File: src/ltc_pkg.sv
//------------------------------------------------------------------------------
// ltc_pkg
// Shared types, widths and helpers for the layered tint compositor.
//------------------------------------------------------------------------------
`default_nettype none

package ltc_pkg;

    localparam int FRAC_BITS = 16;

    localparam int PCT_W  = 7;
    localparam int CHAN_W = 8;
    localparam int P_W    = 15;
    localparam int A2_W   = FRAC_BITS + 1;
    localparam int Q_W    = FRAC_BITS + 1;
    localparam int COL_W  = CHAN_W + FRAC_BITS;
    localparam int D_W    = COL_W + 1;
    localparam int ACC_W  = D_W + FRAC_BITS + 1;
    localparam int CNT_W  = $clog2(A2_W + 1);
    localparam int OUT_W  = 16;
    localparam int Q16_W  = CHAN_W + OUT_W;

    localparam int SCALE_DEN = 25500;
    localparam int RECIP_SH  = 16;
    localparam int RECIP_W   = FRAC_BITS + 3;
    localparam int EMUL_W    = P_W + RECIP_W;
    localparam int QM_W      = Q_W + P_W;

    localparam logic [RECIP_W-1:0] SCALE_RECIP =
        RECIP_W'((64'd1 << (FRAC_BITS + RECIP_SH)) / 64'd25500);

    localparam logic [A2_W-1:0] ONE_FX = A2_W'(1) << FRAC_BITS;

    localparam logic [PCT_W-1:0] PCT_RESET = PCT_W'(100);

    localparam int CHAN_MAX = 255;
    localparam int OUT_MAX  = 65535;

    localparam int SH_UP = (FRAC_BITS < 16) ? (16 - FRAC_BITS) : 0;
    localparam int SH_DN = (FRAC_BITS > 16) ? (FRAC_BITS - 16) : 0;

    typedef struct packed {
        logic [CHAN_W-1:0] layer_strength;
        logic [CHAN_W-1:0] layer_red;
        logic [CHAN_W-1:0] layer_green;
        logic [CHAN_W-1:0] layer_blue;
        logic              last_layer;
    } ltc_layer_t;

    typedef struct packed {
        logic [OUT_W-1:0] blend_red;
        logic [OUT_W-1:0] blend_green;
        logic [OUT_W-1:0] blend_blue;
        logic [OUT_W-1:0] blend_alpha;
    } ltc_blend_t;

    typedef struct packed {
        logic            start;
        logic [A2_W-1:0] a2;
        logic [A2_W-1:0] a_new;
    } ltc_mix_cmd_t;

    typedef enum logic [3:0] {
        ST_IDLE,
        ST_EST,
        ST_CHK,
        ST_FIX,
        ST_ALPHA,
        ST_ANEW,
        ST_MIX,
        ST_EMIT1,
        ST_EMIT2
    } ltc_state_t;

    // running color to Q8.16
    function automatic logic [Q16_W-1:0] to_q16(input logic [COL_W-1:0] c);
        logic [COL_W+SH_UP-1:0] t;
        t = (COL_W + SH_UP)'(c) << SH_UP;
        return Q16_W'(t >> SH_DN);
    endfunction

    // running alpha to Q1.16
    function automatic logic [OUT_W:0] to_a16(input logic [A2_W-1:0] a);
        logic [A2_W+SH_UP-1:0] t;
        t = (A2_W + SH_UP)'(a) << SH_UP;
        return (OUT_W + 1)'(t >> SH_DN);
    endfunction

endpackage

`default_nettype wire

File: src/ltc_mix_unit.sv
//------------------------------------------------------------------------------
// ltc_mix_unit
// Bit-serial restoring divider for the color weight, with the three color
// channels accumulated one weight bit per cycle, msb first.
//------------------------------------------------------------------------------
`default_nettype none

module ltc_mix_unit (
    input  logic                                          clk,
    input  logic                                          rst_n,
    input  ltc_pkg::ltc_mix_cmd_t                         cmd,
    input  logic [2:0][ltc_pkg::CHAN_W-1:0]               col,
    input  logic [2:0][ltc_pkg::COL_W-1:0]                cin,
    output logic [2:0][ltc_pkg::COL_W-1:0]                cout,
    output logic                                          done
);

    logic                                 busy_reg;
    logic [ltc_pkg::CNT_W-1:0]            cnt_reg;
    logic                                 done_reg;
    logic [ltc_pkg::A2_W-1:0]             rem_reg;
    logic [ltc_pkg::A2_W-1:0]             div_reg;
    logic signed [ltc_pkg::D_W-1:0]       d_reg   [3];
    logic signed [ltc_pkg::ACC_W-1:0]     acc_reg [3];
    logic [2:0][ltc_pkg::COL_W-1:0]       c_reg;
    logic [2:0][ltc_pkg::COL_W-1:0]       cout_reg;

    logic                                 q_bit;
    logic                                 last_step;
    logic [ltc_pkg::A2_W-1:0]             rem_diff;
    logic [ltc_pkg::A2_W-1:0]             rem_next;
    logic signed [ltc_pkg::ACC_W-1:0]     acc_next [3];
    logic signed [ltc_pkg::ACC_W-1:0]     sum      [3];
    logic [2:0][ltc_pkg::COL_W-1:0]       c_new;

    always_comb
    begin
        q_bit     = rem_reg >= div_reg;
        rem_diff  = q_bit ? (rem_reg - div_reg) : rem_reg;
        rem_next  = ltc_pkg::A2_W'({rem_diff, 1'b0});
        last_step = cnt_reg == ltc_pkg::CNT_W'(1);
        for (int ch = 0; ch < 3; ch++)
        begin
            acc_next[ch] = (acc_reg[ch] <<< 1)
                         + (q_bit ? ltc_pkg::ACC_W'(d_reg[ch]) : {ltc_pkg::ACC_W{1'b0}});
            sum[ch]      = $signed(ltc_pkg::ACC_W'(c_reg[ch]) << ltc_pkg::FRAC_BITS)
                         + acc_next[ch];
            c_new[ch]    = sum[ch][ltc_pkg::FRAC_BITS +: ltc_pkg::COL_W];
        end
    end

    always_ff @(posedge clk or negedge rst_n)
    begin
        if (!rst_n)
        begin
            busy_reg <= 1'b0;
            cnt_reg  <= '0;
            done_reg <= 1'b0;
        end
        else
        begin
            done_reg <= !cmd.start && busy_reg && last_step;
            if (cmd.start)
            begin
                busy_reg <= 1'b1;
                cnt_reg  <= ltc_pkg::CNT_W'(ltc_pkg::A2_W);
            end
            else if (busy_reg)
            begin
                cnt_reg <= cnt_reg - ltc_pkg::CNT_W'(1);
                if (last_step)
                begin
                    busy_reg <= 1'b0;
                end
            end
        end
    end

    always_ff @(posedge clk)
    begin
        if (cmd.start)
        begin
            rem_reg <= cmd.a2;
            div_reg <= cmd.a_new;
            c_reg   <= cin;
            for (int ch = 0; ch < 3; ch++)
            begin
                d_reg[ch]   <= $signed(ltc_pkg::D_W'(col[ch]) << ltc_pkg::FRAC_BITS)
                             - $signed(ltc_pkg::D_W'(cin[ch]));
                acc_reg[ch] <= '0;
            end
        end
        else if (busy_reg)
        begin
            rem_reg <= rem_next;
            for (int ch = 0; ch < 3; ch++)
            begin
                acc_reg[ch] <= acc_next[ch];
            end
            if (last_step)
            begin
                cout_reg <= c_new;
            end
        end
    end

    assign cout = cout_reg;
    assign done = done_reg;

endmodule

`default_nettype wire

File: src/layered_tint_compositor_top.sv
//------------------------------------------------------------------------------
// layered_tint_compositor_top
// Front-to-back compositing of tint layers into a running color and alpha.
// Tint layer: after accept the FSM passes EST, CHK, FIX, ALPHA and ANEW,
// then waits in MIX for the 17-step bit-serial weight divider in the mix unit.
// Skipped layer (zero alpha): back to idle from FIX. Closing layer: result
// registered through EMIT1 and EMIT2, where it waits while the output stalls.
// Reset clears running color and alpha and sets global percent to 100.
//------------------------------------------------------------------------------
`default_nettype none

module layered_tint_compositor_top (
    input  logic                         clk,
    input  logic                         rst_n,
    input  logic                         in_valid,
    output logic                         in_ready,
    input  ltc_pkg::ltc_layer_t          layer,
    output logic                         out_valid,
    input  logic                         out_ready,
    output ltc_pkg::ltc_blend_t          blend,
    input  logic                         cfg_valid,
    output logic                         cfg_ready,
    input  logic [ltc_pkg::PCT_W-1:0]    cfg_data
);

    ltc_pkg::ltc_state_t                  state_reg;
    ltc_pkg::ltc_state_t                  state_next;
    logic [ltc_pkg::PCT_W-1:0]            pct_reg;
    ltc_pkg::ltc_layer_t                  layer_reg;
    logic [ltc_pkg::P_W-1:0]              prod_reg;
    logic [ltc_pkg::Q_W-1:0]              est_reg;
    logic [ltc_pkg::QM_W-1:0]             qm_reg;
    logic [ltc_pkg::A2_W-1:0]             a2_reg;
    logic [2*ltc_pkg::A2_W-1:0]           aprod_reg;
    logic [2:0][ltc_pkg::COL_W-1:0]       acc_col_reg;
    logic [ltc_pkg::A2_W-1:0]             acc_alpha_reg;
    logic [2:0][ltc_pkg::Q16_W-1:0]       emit_c16_reg;
    logic [2:0][ltc_pkg::OUT_W:0]         emit_est_reg;
    logic [ltc_pkg::OUT_W:0]              emit_a16_reg;
    ltc_pkg::ltc_blend_t                  out_reg;
    logic                                 out_valid_reg;

    logic [ltc_pkg::EMUL_W-1:0]           est_mul;
    logic [ltc_pkg::QM_W-1:0]             scale_rem;
    logic [ltc_pkg::Q_W-1:0]              a2_raw;
    logic [ltc_pkg::A2_W-1:0]             a2_calc;
    logic [ltc_pkg::A2_W-1:0]             a_new;
    logic [2:0][ltc_pkg::Q16_W-1:0]       c16;
    logic [2:0][ltc_pkg::Q16_W+8:0]       mul257;
    logic [2:0][ltc_pkg::Q16_W:0]         rem255;
    logic [2:0][ltc_pkg::OUT_W:0]         qfix;
    logic [2:0][ltc_pkg::OUT_W-1:0]       chan_out;
    logic [ltc_pkg::OUT_W-1:0]            alpha_out;
    logic                                 out_load;

    ltc_pkg::ltc_mix_cmd_t                mix_cmd;
    logic [2:0][ltc_pkg::CHAN_W-1:0]      mix_col;
    logic [2:0][ltc_pkg::COL_W-1:0]       mix_cout;
    logic                                 mix_done;

    assign mix_col = {layer_reg.layer_red, layer_reg.layer_green, layer_reg.layer_blue};

    ltc_mix_unit u_mix (
        .clk  (clk),
        .rst_n(rst_n),
        .cmd  (mix_cmd),
        .col  (mix_col),
        .cin  (acc_col_reg),
        .cout (mix_cout),
        .done (mix_done)
    );

    // layer alpha by reciprocal with one correction step
    always_comb
    begin
        est_mul   = ltc_pkg::EMUL_W'(prod_reg) * ltc_pkg::EMUL_W'(ltc_pkg::SCALE_RECIP);
        scale_rem = (ltc_pkg::QM_W'(prod_reg) << ltc_pkg::FRAC_BITS) - qm_reg;
        a2_raw    = est_reg
                  + ltc_pkg::Q_W'(scale_rem >= ltc_pkg::QM_W'(ltc_pkg::SCALE_DEN));
        a2_calc   = (a2_raw > ltc_pkg::ONE_FX) ? ltc_pkg::ONE_FX : a2_raw;
        a_new     = ltc_pkg::A2_W'(acc_alpha_reg
                  + aprod_reg[ltc_pkg::FRAC_BITS +: ltc_pkg::A2_W]);
    end

    // divide by 255 via multiply by 257 and one correction
    always_comb
    begin
        for (int ch = 0; ch < 3; ch++)
        begin
            c16[ch]    = ltc_pkg::to_q16(acc_col_reg[ch]);
            mul257[ch] = ((ltc_pkg::Q16_W + 9)'(c16[ch]) << 8)
                       + (ltc_pkg::Q16_W + 9)'(c16[ch]);
            rem255[ch] = (ltc_pkg::Q16_W + 1)'(emit_c16_reg[ch])
                       + (ltc_pkg::Q16_W + 1)'(emit_est_reg[ch])
                       - ((ltc_pkg::Q16_W + 1)'(emit_est_reg[ch]) << 8);
            qfix[ch]   = emit_est_reg[ch]
                       + (ltc_pkg::OUT_W + 1)'(rem255[ch]
                         >= (ltc_pkg::Q16_W + 1)'(ltc_pkg::CHAN_MAX));
            chan_out[ch] = (qfix[ch] > (ltc_pkg::OUT_W + 1)'(ltc_pkg::OUT_MAX))
                         ? ltc_pkg::OUT_W'(ltc_pkg::OUT_MAX) : qfix[ch][ltc_pkg::OUT_W-1:0];
        end
        alpha_out = (emit_a16_reg > (ltc_pkg::OUT_W + 1)'(ltc_pkg::OUT_MAX))
                  ? ltc_pkg::OUT_W'(ltc_pkg::OUT_MAX) : emit_a16_reg[ltc_pkg::OUT_W-1:0];
    end

    always_comb
    begin
        state_next    = state_reg;
        in_ready      = 1'b0;
        out_load      = 1'b0;
        mix_cmd.start = 1'b0;
        mix_cmd.a2    = a2_reg;
        mix_cmd.a_new = a_new;
        case (state_reg)
            ltc_pkg::ST_IDLE:
            begin
                in_ready = 1'b1;
                if (in_valid)
                begin
                    state_next = ltc_pkg::ST_EST;
                end
            end
            ltc_pkg::ST_EST:
            begin
                state_next = ltc_pkg::ST_CHK;
            end
            ltc_pkg::ST_CHK:
            begin
                state_next = ltc_pkg::ST_FIX;
            end
            ltc_pkg::ST_FIX:
            begin
                if (a2_calc == '0)
                begin
                    state_next = layer_reg.last_layer ? ltc_pkg::ST_EMIT1 : ltc_pkg::ST_IDLE;
                end
                else
                begin
                    state_next = ltc_pkg::ST_ALPHA;
                end
            end
            ltc_pkg::ST_ALPHA:
            begin
                state_next = ltc_pkg::ST_ANEW;
            end
            ltc_pkg::ST_ANEW:
            begin
                mix_cmd.start = 1'b1;
                state_next    = ltc_pkg::ST_MIX;
            end
            ltc_pkg::ST_MIX:
            begin
                if (mix_done)
                begin
                    state_next = layer_reg.last_layer ? ltc_pkg::ST_EMIT1 : ltc_pkg::ST_IDLE;
                end
            end
            ltc_pkg::ST_EMIT1:
            begin
                state_next = ltc_pkg::ST_EMIT2;
            end
            ltc_pkg::ST_EMIT2:
            begin
                if (!out_valid_reg || out_ready)
                begin
                    out_load   = 1'b1;
                    state_next = ltc_pkg::ST_IDLE;
                end
            end
            default:
            begin
                state_next = ltc_pkg::ST_IDLE;
            end
        endcase
    end

    always_ff @(posedge clk or negedge rst_n)
    begin
        if (!rst_n)
        begin
            state_reg     <= ltc_pkg::ST_IDLE;
            pct_reg       <= ltc_pkg::PCT_RESET;
            acc_col_reg   <= '0;
            acc_alpha_reg <= '0;
            out_valid_reg <= 1'b0;
        end
        else
        begin
            state_reg <= state_next;
            if (cfg_valid)
            begin
                pct_reg <= cfg_data;
            end
            if (state_reg == ltc_pkg::ST_ANEW)
            begin
                acc_alpha_reg <= a_new;
            end
            if (state_reg == ltc_pkg::ST_MIX && mix_done)
            begin
                acc_col_reg <= mix_cout;
            end
            if (state_reg == ltc_pkg::ST_EMIT1)
            begin
                acc_col_reg   <= '0;
                acc_alpha_reg <= '0;
            end
            if (out_load)
            begin
                out_valid_reg <= 1'b1;
            end
            else if (out_ready)
            begin
                out_valid_reg <= 1'b0;
            end
        end
    end

    always_ff @(posedge clk)
    begin
        if (in_valid && in_ready)
        begin
            layer_reg <= layer;
            prod_reg  <= ltc_pkg::P_W'(layer.layer_strength) * ltc_pkg::P_W'(pct_reg);
        end
        if (state_reg == ltc_pkg::ST_EST)
        begin
            est_reg <= ltc_pkg::Q_W'(est_mul >> ltc_pkg::RECIP_SH);
        end
        if (state_reg == ltc_pkg::ST_CHK)
        begin
            qm_reg <= ltc_pkg::QM_W'(est_reg) * ltc_pkg::QM_W'(ltc_pkg::SCALE_DEN);
        end
        if (state_reg == ltc_pkg::ST_FIX)
        begin
            a2_reg <= a2_calc;
        end
        if (state_reg == ltc_pkg::ST_ALPHA)
        begin
            aprod_reg <= (2 * ltc_pkg::A2_W)'(a2_reg)
                       * (2 * ltc_pkg::A2_W)'(ltc_pkg::ONE_FX - acc_alpha_reg);
        end
        if (state_reg == ltc_pkg::ST_EMIT1)
        begin
            emit_c16_reg <= c16;
            emit_a16_reg <= ltc_pkg::to_a16(acc_alpha_reg);
            for (int ch = 0; ch < 3; ch++)
            begin
                emit_est_reg[ch] <= mul257[ch][ltc_pkg::Q16_W+8:16];
            end
        end
        if (out_load)
        begin
            out_reg.blend_red   <= chan_out[2];
            out_reg.blend_green <= chan_out[1];
            out_reg.blend_blue  <= chan_out[0];
            out_reg.blend_alpha <= alpha_out;
        end
    end

    assign out_valid = out_valid_reg;
    assign blend     = out_reg;
    assign cfg_ready = 1'b1;

endmodule

`default_nettype wire

File: config.mk
export PLATFORM = sky130hd
export DESIGN_NAME = layered_tint_compositor_top
export DESIGN_NICKNAME = d
export VERILOG_FILES = /design/src/ltc_pkg.sv /design/src/ltc_mix_unit.sv /design/src/layered_tint_compositor_top.sv
export SDC_FILE = /design/constraint.sdc
export NUM_CORES = 2
export LEC_CHECK = 0
export BUFFER_PORTS_ARGS = -buffer_cell sky130_fd_sc_hd__buf_2
export CAP_MARGIN = 10
export CELL_PAD_IN_SITES_DETAIL_PLACEMENT = 1
export CELL_PAD_IN_SITES_GLOBAL_PLACEMENT = 1
export CORE_MARGIN = 5
export CORE_UTILIZATION = 55
export DETAILED_ROUTE_END_ITERATION = 7
export PLACE_DENSITY_LB_ADDON = 0.15
export SLEW_MARGIN = 0
export SYNTH_ARGS = -nofsm -noshare
export SYNTH_HDL_FRONTEND = slang
export SYNTH_SLANG_ARGS = --single-unit
File: constraint.sdc
create_clock -name clk -period 18.3 [get_ports clk]
set_input_delay 5.49 -clock clk [delete_from_list [all_inputs] [get_ports clk]]
set_output_delay 5.49 -clock clk [all_outputs]
set_load 0.01 [all_outputs]
Word level (Yosys, flattened, before mapping)
Memories as Yosys holds them, arrays and structs flattened.
Index checks and enable logic that the tools add are counted.
- output and inout port bits: 67
- memories kept: 2
- bits in latches: 0
- memory bits (read-only): 0
- bits in writable memories: 201
- flip-flop bits (word level): 627
- muxes and demuxes: 36
- divide/modulo/power cells: 0
- reductions and logical operators: 15
- equal/unequal tests: 12
- shift-type cells: 0
- magnitude comparators: 10
- bitwise operators: 4
- multipliers: 4
- add/sub/neg operators: 27
- memory list (memory ; depth ; bits a word ; read ports ; clocked after memory_dff ; wr ports ; line ; RTL):
    u_mix.acc_reg ; 3 ; 42 ; 3 ; 0 ; 3 ; ltc_mix_unit.sv:24 ; logic signed [ltc_pkg::ACC_W-1:0] acc_reg [3];
    u_mix.d_reg ; 3 ; 25 ; 3 ; 0 ; 3 ; ltc_mix_unit.sv:23 ; logic signed [ltc_pkg::D_W-1:0] d_reg [3];
- operators by type and width (cell ; count):
    $mux 42 ; 6
    $mux 72 ; 2
    $add 42x42->42 ; 3
    $add 40x40->40 ; 3
    $add 32x24->33 ; 3
    $mux 17 ; 5
    $add 24x17->25 ; 3
    $ge 25x8->1 const B ; 3
    $sub 24x24->25 ; 3
    $sub 25x25->25 ; 3
    $add 17x1->17 ; 4
    $gt 17x16->1 const B ; 4
    $pmux 4 s9 ; 1
    $mul 18x18->33 ; 1
    $ge 32x15->1 const B ; 1
    $mul 15x17->32 const B ; 1
    $sub 31x32->32 ; 1
    $mul 17x13->30 const B ; 1
    $sub 17x17->18 const A ; 1
    $add 17x17->17 ; 1
    $ge 17x17->1 ; 1
    $gt 17x17->1 const B ; 1
    $logic_not 17->1 ; 1
    $eq 4x3->1 const B ; 4
    other kinds (22) ; 51

Logic depth before layout (Yosys ltp)
- depth in word-level cells: 8
- depth in mapped cells: 35
- depth with buffers taken out: 33

Hierarchy
A second synthesis with hierarchy kept.
- cells, all modules: 6511
- area, all modules: 67867.6 µm²
- modules (own cells, without submodules) (module ; cells an instance ; area an instance (µm²) ; instances ; seq. area each (µm²)):
    layered_tint_compositor_top ; 4121 ; 42934.9 ; 1 ; 12290.5
    ltc_mix_unit ; 2390 ; 24932.7 ; 1 ; 11195.7

Worst setup path after synthesis
OpenSTA, ideal clock, no wires.
- path kind: input port to flip-flop
- from: input port layer[28] (netlist name)
- to: register prod_reg[12] (netlist name), data pin
- slack: 8.931 ns
- buffers on the path: 0
- stages on the path: 17
- arrival time: 9.111 ns
- setup time: 0.258 ns
- cells stage by stage: and2_1 -> fa_1 -> inv_1 -> fa_1 -> fa_1 -> inv_1 -> fa_1 -> ha_1 -> inv_1 -> o21bai_1 -> a21oi_1 -> o21bai_1 -> a21oi_1 -> nor2b_1 -> o21ai_0 -> nor2b_1 -> xnor2_1
- longest elaborated chain between the ends: 1
- RTL lines (what ; line ; RTL):
    from (decl) ; layered_tint_compositor_top.sv:17 ; input ltc_pkg::ltc_layer_t layer,
    $mul 8x7->15 ; layered_tint_compositor_top.sv:223 ; prod_reg <= ltc_pkg::P_W'(layer.layer_strength) * ltc_pkg::P_W'(pct_reg);
    to (signal assigned) ; layered_tint_compositor_top.sv:223 ;
    to (decl) ; layered_tint_compositor_top.sv:30 ; logic [ltc_pkg::P_W-1:0] prod_reg;
No other way between the ends.
A chain may end at the register's enable or synchronous reset.

Worst setup path after layout
Ends and elaborated chain as after synthesis.

==> impl_metrics.csv <==
group,metric,value,unit
setup_path,crit_path_end_kind,"flop",
floorplan,top_level_ports,112,
setup_path,ff2ff_path_depth,33,
logic_synthesis,synth_area,0.0669,mm2
floorplan,std_cell_rows,128,
sta,maxSlewHeadroom,28.8,%
sta,skew,0.0636,ns
place,dp_cells,8059,
clocking,numCtsBuffers,95,
grt,grt_max_degree,125,
place,gp_congestion,0.886,
detailed_routing,drt-initial-drc-count,3092,
setup_path,crit_arrival,9.81,ns
setup_path,path_max_fanout,7,
logic_synthesis,async_flop_share,13.5,%
sta,hold_viol_final,0,
clocking,clock-sinks,800,
clocking,clock-root-buffer,"clkbuf_16",
logic_synthesis,synth_cells,6393,
cells_and_area,nets,7834,
outcome,status,"completed",
logic_synthesis,synth_edf_count,692,
grt,grt_pass1_vias,54300,
min_path,hold_path.class,"reg -> reg",
cells_and_area,postLayoutCoreUtil,60.1,%
cells_and_area,area_delta_synth_final,9.05,%
clocking,cts_tree,"yes",
logic_synthesis,yosysUniqueCellTypes,100,
place,hpwl,137,mm
detailed_routing,dr.pass1.iters,6,
sta,fmax,0.107,GHz
detailed_routing,wl,186,mm
sta,final-setup-viol-count,0,
cells_and_area,fin_cells,8240,
logic_synthesis,ys.flop_type,"edfxtp_1",
detailed_routing,vias,48800,
detailed_routing,viasPerCell,5.92,
cells_and_area,layout-drive-gt1-share,6.44,%
detailed_routing,antenna_left,0,
cells_and_area,mostFrequentLayoutCell,"inv_1",
clocking,htree_levels,3,
logic_synthesis,ys_ff_latch,800,
setup_path,crit_type,"in -> reg",
floorplan,core_area,0.121,mm2
logic_synthesis,synth.avg_cell_area,10.5,um2
job,drv_cap,0,
setup_path,crit_required,18.73,ns
detailed_routing,met2_wirelength,92.7,mm
detailed_routing,wl_per_cell,22.6,um
min_path,hold_depth,1,
sta,rsz0062_at_grt,"false",
sta,period_minus_slack,9.38,ns
sta,period_share,51.2,%
detailed_routing,m1WireLength,80.0,mm
grt,overflow,0,
cells_and_area,final_cell_mix,"inv_1 (904), ha_1 (797), edfxtp_1 (692)",
clocking,path_clk_slew,0.06,ns
logic_synthesis,ys_warn_count,0,
detailed_routing,route.detailed.drc,0,
detailed_routing,top_layer,"met4",
detailed_routing,dr_wl_met3,8.46,mm
place,port_buffers,110,
clocking,ctsResizeCount,0,
grt,grt_pass1_wl,299,mm
clocking,insertion_delay,0.73,ns
cells_and_area,antenna_cells,0,
floorplan,chipWidth,359,um
setup_path,start_kind,"input pin",
sta,worstMarginPinSlew,1.07,ns
grt,antenna_found_initial,4,
floorplan,initial_core_util,55.1,%
sta,whs,0.450,ns
logic_synthesis,ys_seq_area_share,35.1,%
sta,drv_slew,0,
grt,grt_util_all_layers,28.7,%
cells_and_area,largest_register_ffs,117,
clocking,clk_path_buf_depth,3,
sta,finalSetupTns,0,ns
clocking,post_cts_buffers,0,
floorplan,die_h,359,um
floorplan,die-area,0.129,mm2
logic_synthesis,syn-num-nets,7695,
clocking,ctsHoldBuffers,0,
==> metal layers <==
layer / GRT usage (%) / vias to the layer above
met5: 0 / -
met4: 7.72 / 0
met3: 2.98 / 297
met2: 50.6 / 1160
met1: 38.1 / 25000
li1: - / 22400
==> stage by stage <==
stage / instance area, um2 / setup slack, ns
global route: 73000 / 8.39
floorplan: 66900 / 8.93
CTS: 73000 / 8.98
detailed placement: 69600 / 8.36
global placement: 69600 / 8.54
finish: 73000 / 8.92
==> worst max-delay path, cell delays in order <==
cell and delay (ns):
buf_2 0.15, and2_1 0.19, fa_1 0.54, inv_1 0.05, fa_1 0.46, fa_1 0.56
inv_1 0.06, fa_1 0.48, ha_1 0.35, inv_1 0.07, o21bai_1 0.07, a21oi_1 0.26
o21bai_1 0.11, a21oi_1 0.28, nor2b_1 0.08, o21ai_0 0.27, nor2b_1 0.24, xnor2_1 0.10
==> final timing paths <==
| check | slack (ns) | start | end |
|---|---|---|---|
| worst max-delay path | 8.92 | layer[28] | prod_reg[12] |
| worst min-delay path | 0.45 | u_mix.cout[33] | acc_col_reg[33] |
| worst max register to register | 8.95 | u_mix.rem_reg[1] | u_mix.cout[22] |
| worst min register to register | 0.45 | u_mix.cout[33] | acc_col_reg[33] |
| max in group asynchronous | 12.20 | rst_n | acc_alpha_reg[14] |
| min in group asynchronous | 4.81 | rst_n | acc_col_reg[16] |
==> cell families (layout without fill, tap and decap cells) <==
| kind of cell | count (synthesis) | after routing | synth area share [%] |
|---|---|---|---|
| multiplexers | 25 | 25 | 0.393 |
| buffers and inverters | 1020 | 1242 | 5.73 |
| AND/OR/NAND/NOR | 1702 | 1702 | 12.7 |
| AO/OA/AOI/OAI | 1140 | 1140 | 11.5 |
| flip-flops | 800 | 800 | 35.1 |
| adder cells (fa/ha/maj) | 1257 | 1257 | 28.7 |
| other | 1 | 1 | 0.00560 |
| XOR/XNOR | 448 | 448 | 5.93 |
==> final cells by class <==
cell class / count / area, um2
fillers: 13200 / 48400
multi-input cells: 4573 / 39700
flip-flops and latches: 800 / 23500
inverters: 905 / 3400
clock buffers: 130 / 2660
well taps: 1625 / 2030
repair buffers: 157 / 913
clock inverters: 50 / 724
==> synth_stat cells, drive strengths merged (38+ instances only) <==
master / n / area (um2)
inv: 905 / 3400
ha: 797 / 9970
edfxtp: 692 / 20800
nand2: 488 / 1830
fa: 460 / 9210
nor2: 314 / 1180
xnor2: 312 / 2730
and2: 300 / 1880
a21oi: 299 / 1500
o21ai: 188 / 945
a21o: 136 / 1030
nor3: 136 / 686
xor2: 133 / 1160
clkbuf: 110 / 413
dfrtp: 105 / 2630
nand3: 95 / 475
a22o: 88 / 771
o21a: 68 / 510
nor2b: 64 / 400
o21bai: 57 / 428
a31oi: 52 / 340
nand2b: 51 / 319
and3: 48 / 300
or2: 45 / 282
or3: 39 / 244
a211oi: 38 / 303
Power is left out: the tool's default activity adds up to more than one toggle a clock period on the data nets, which glitch-free logic cannot reach.
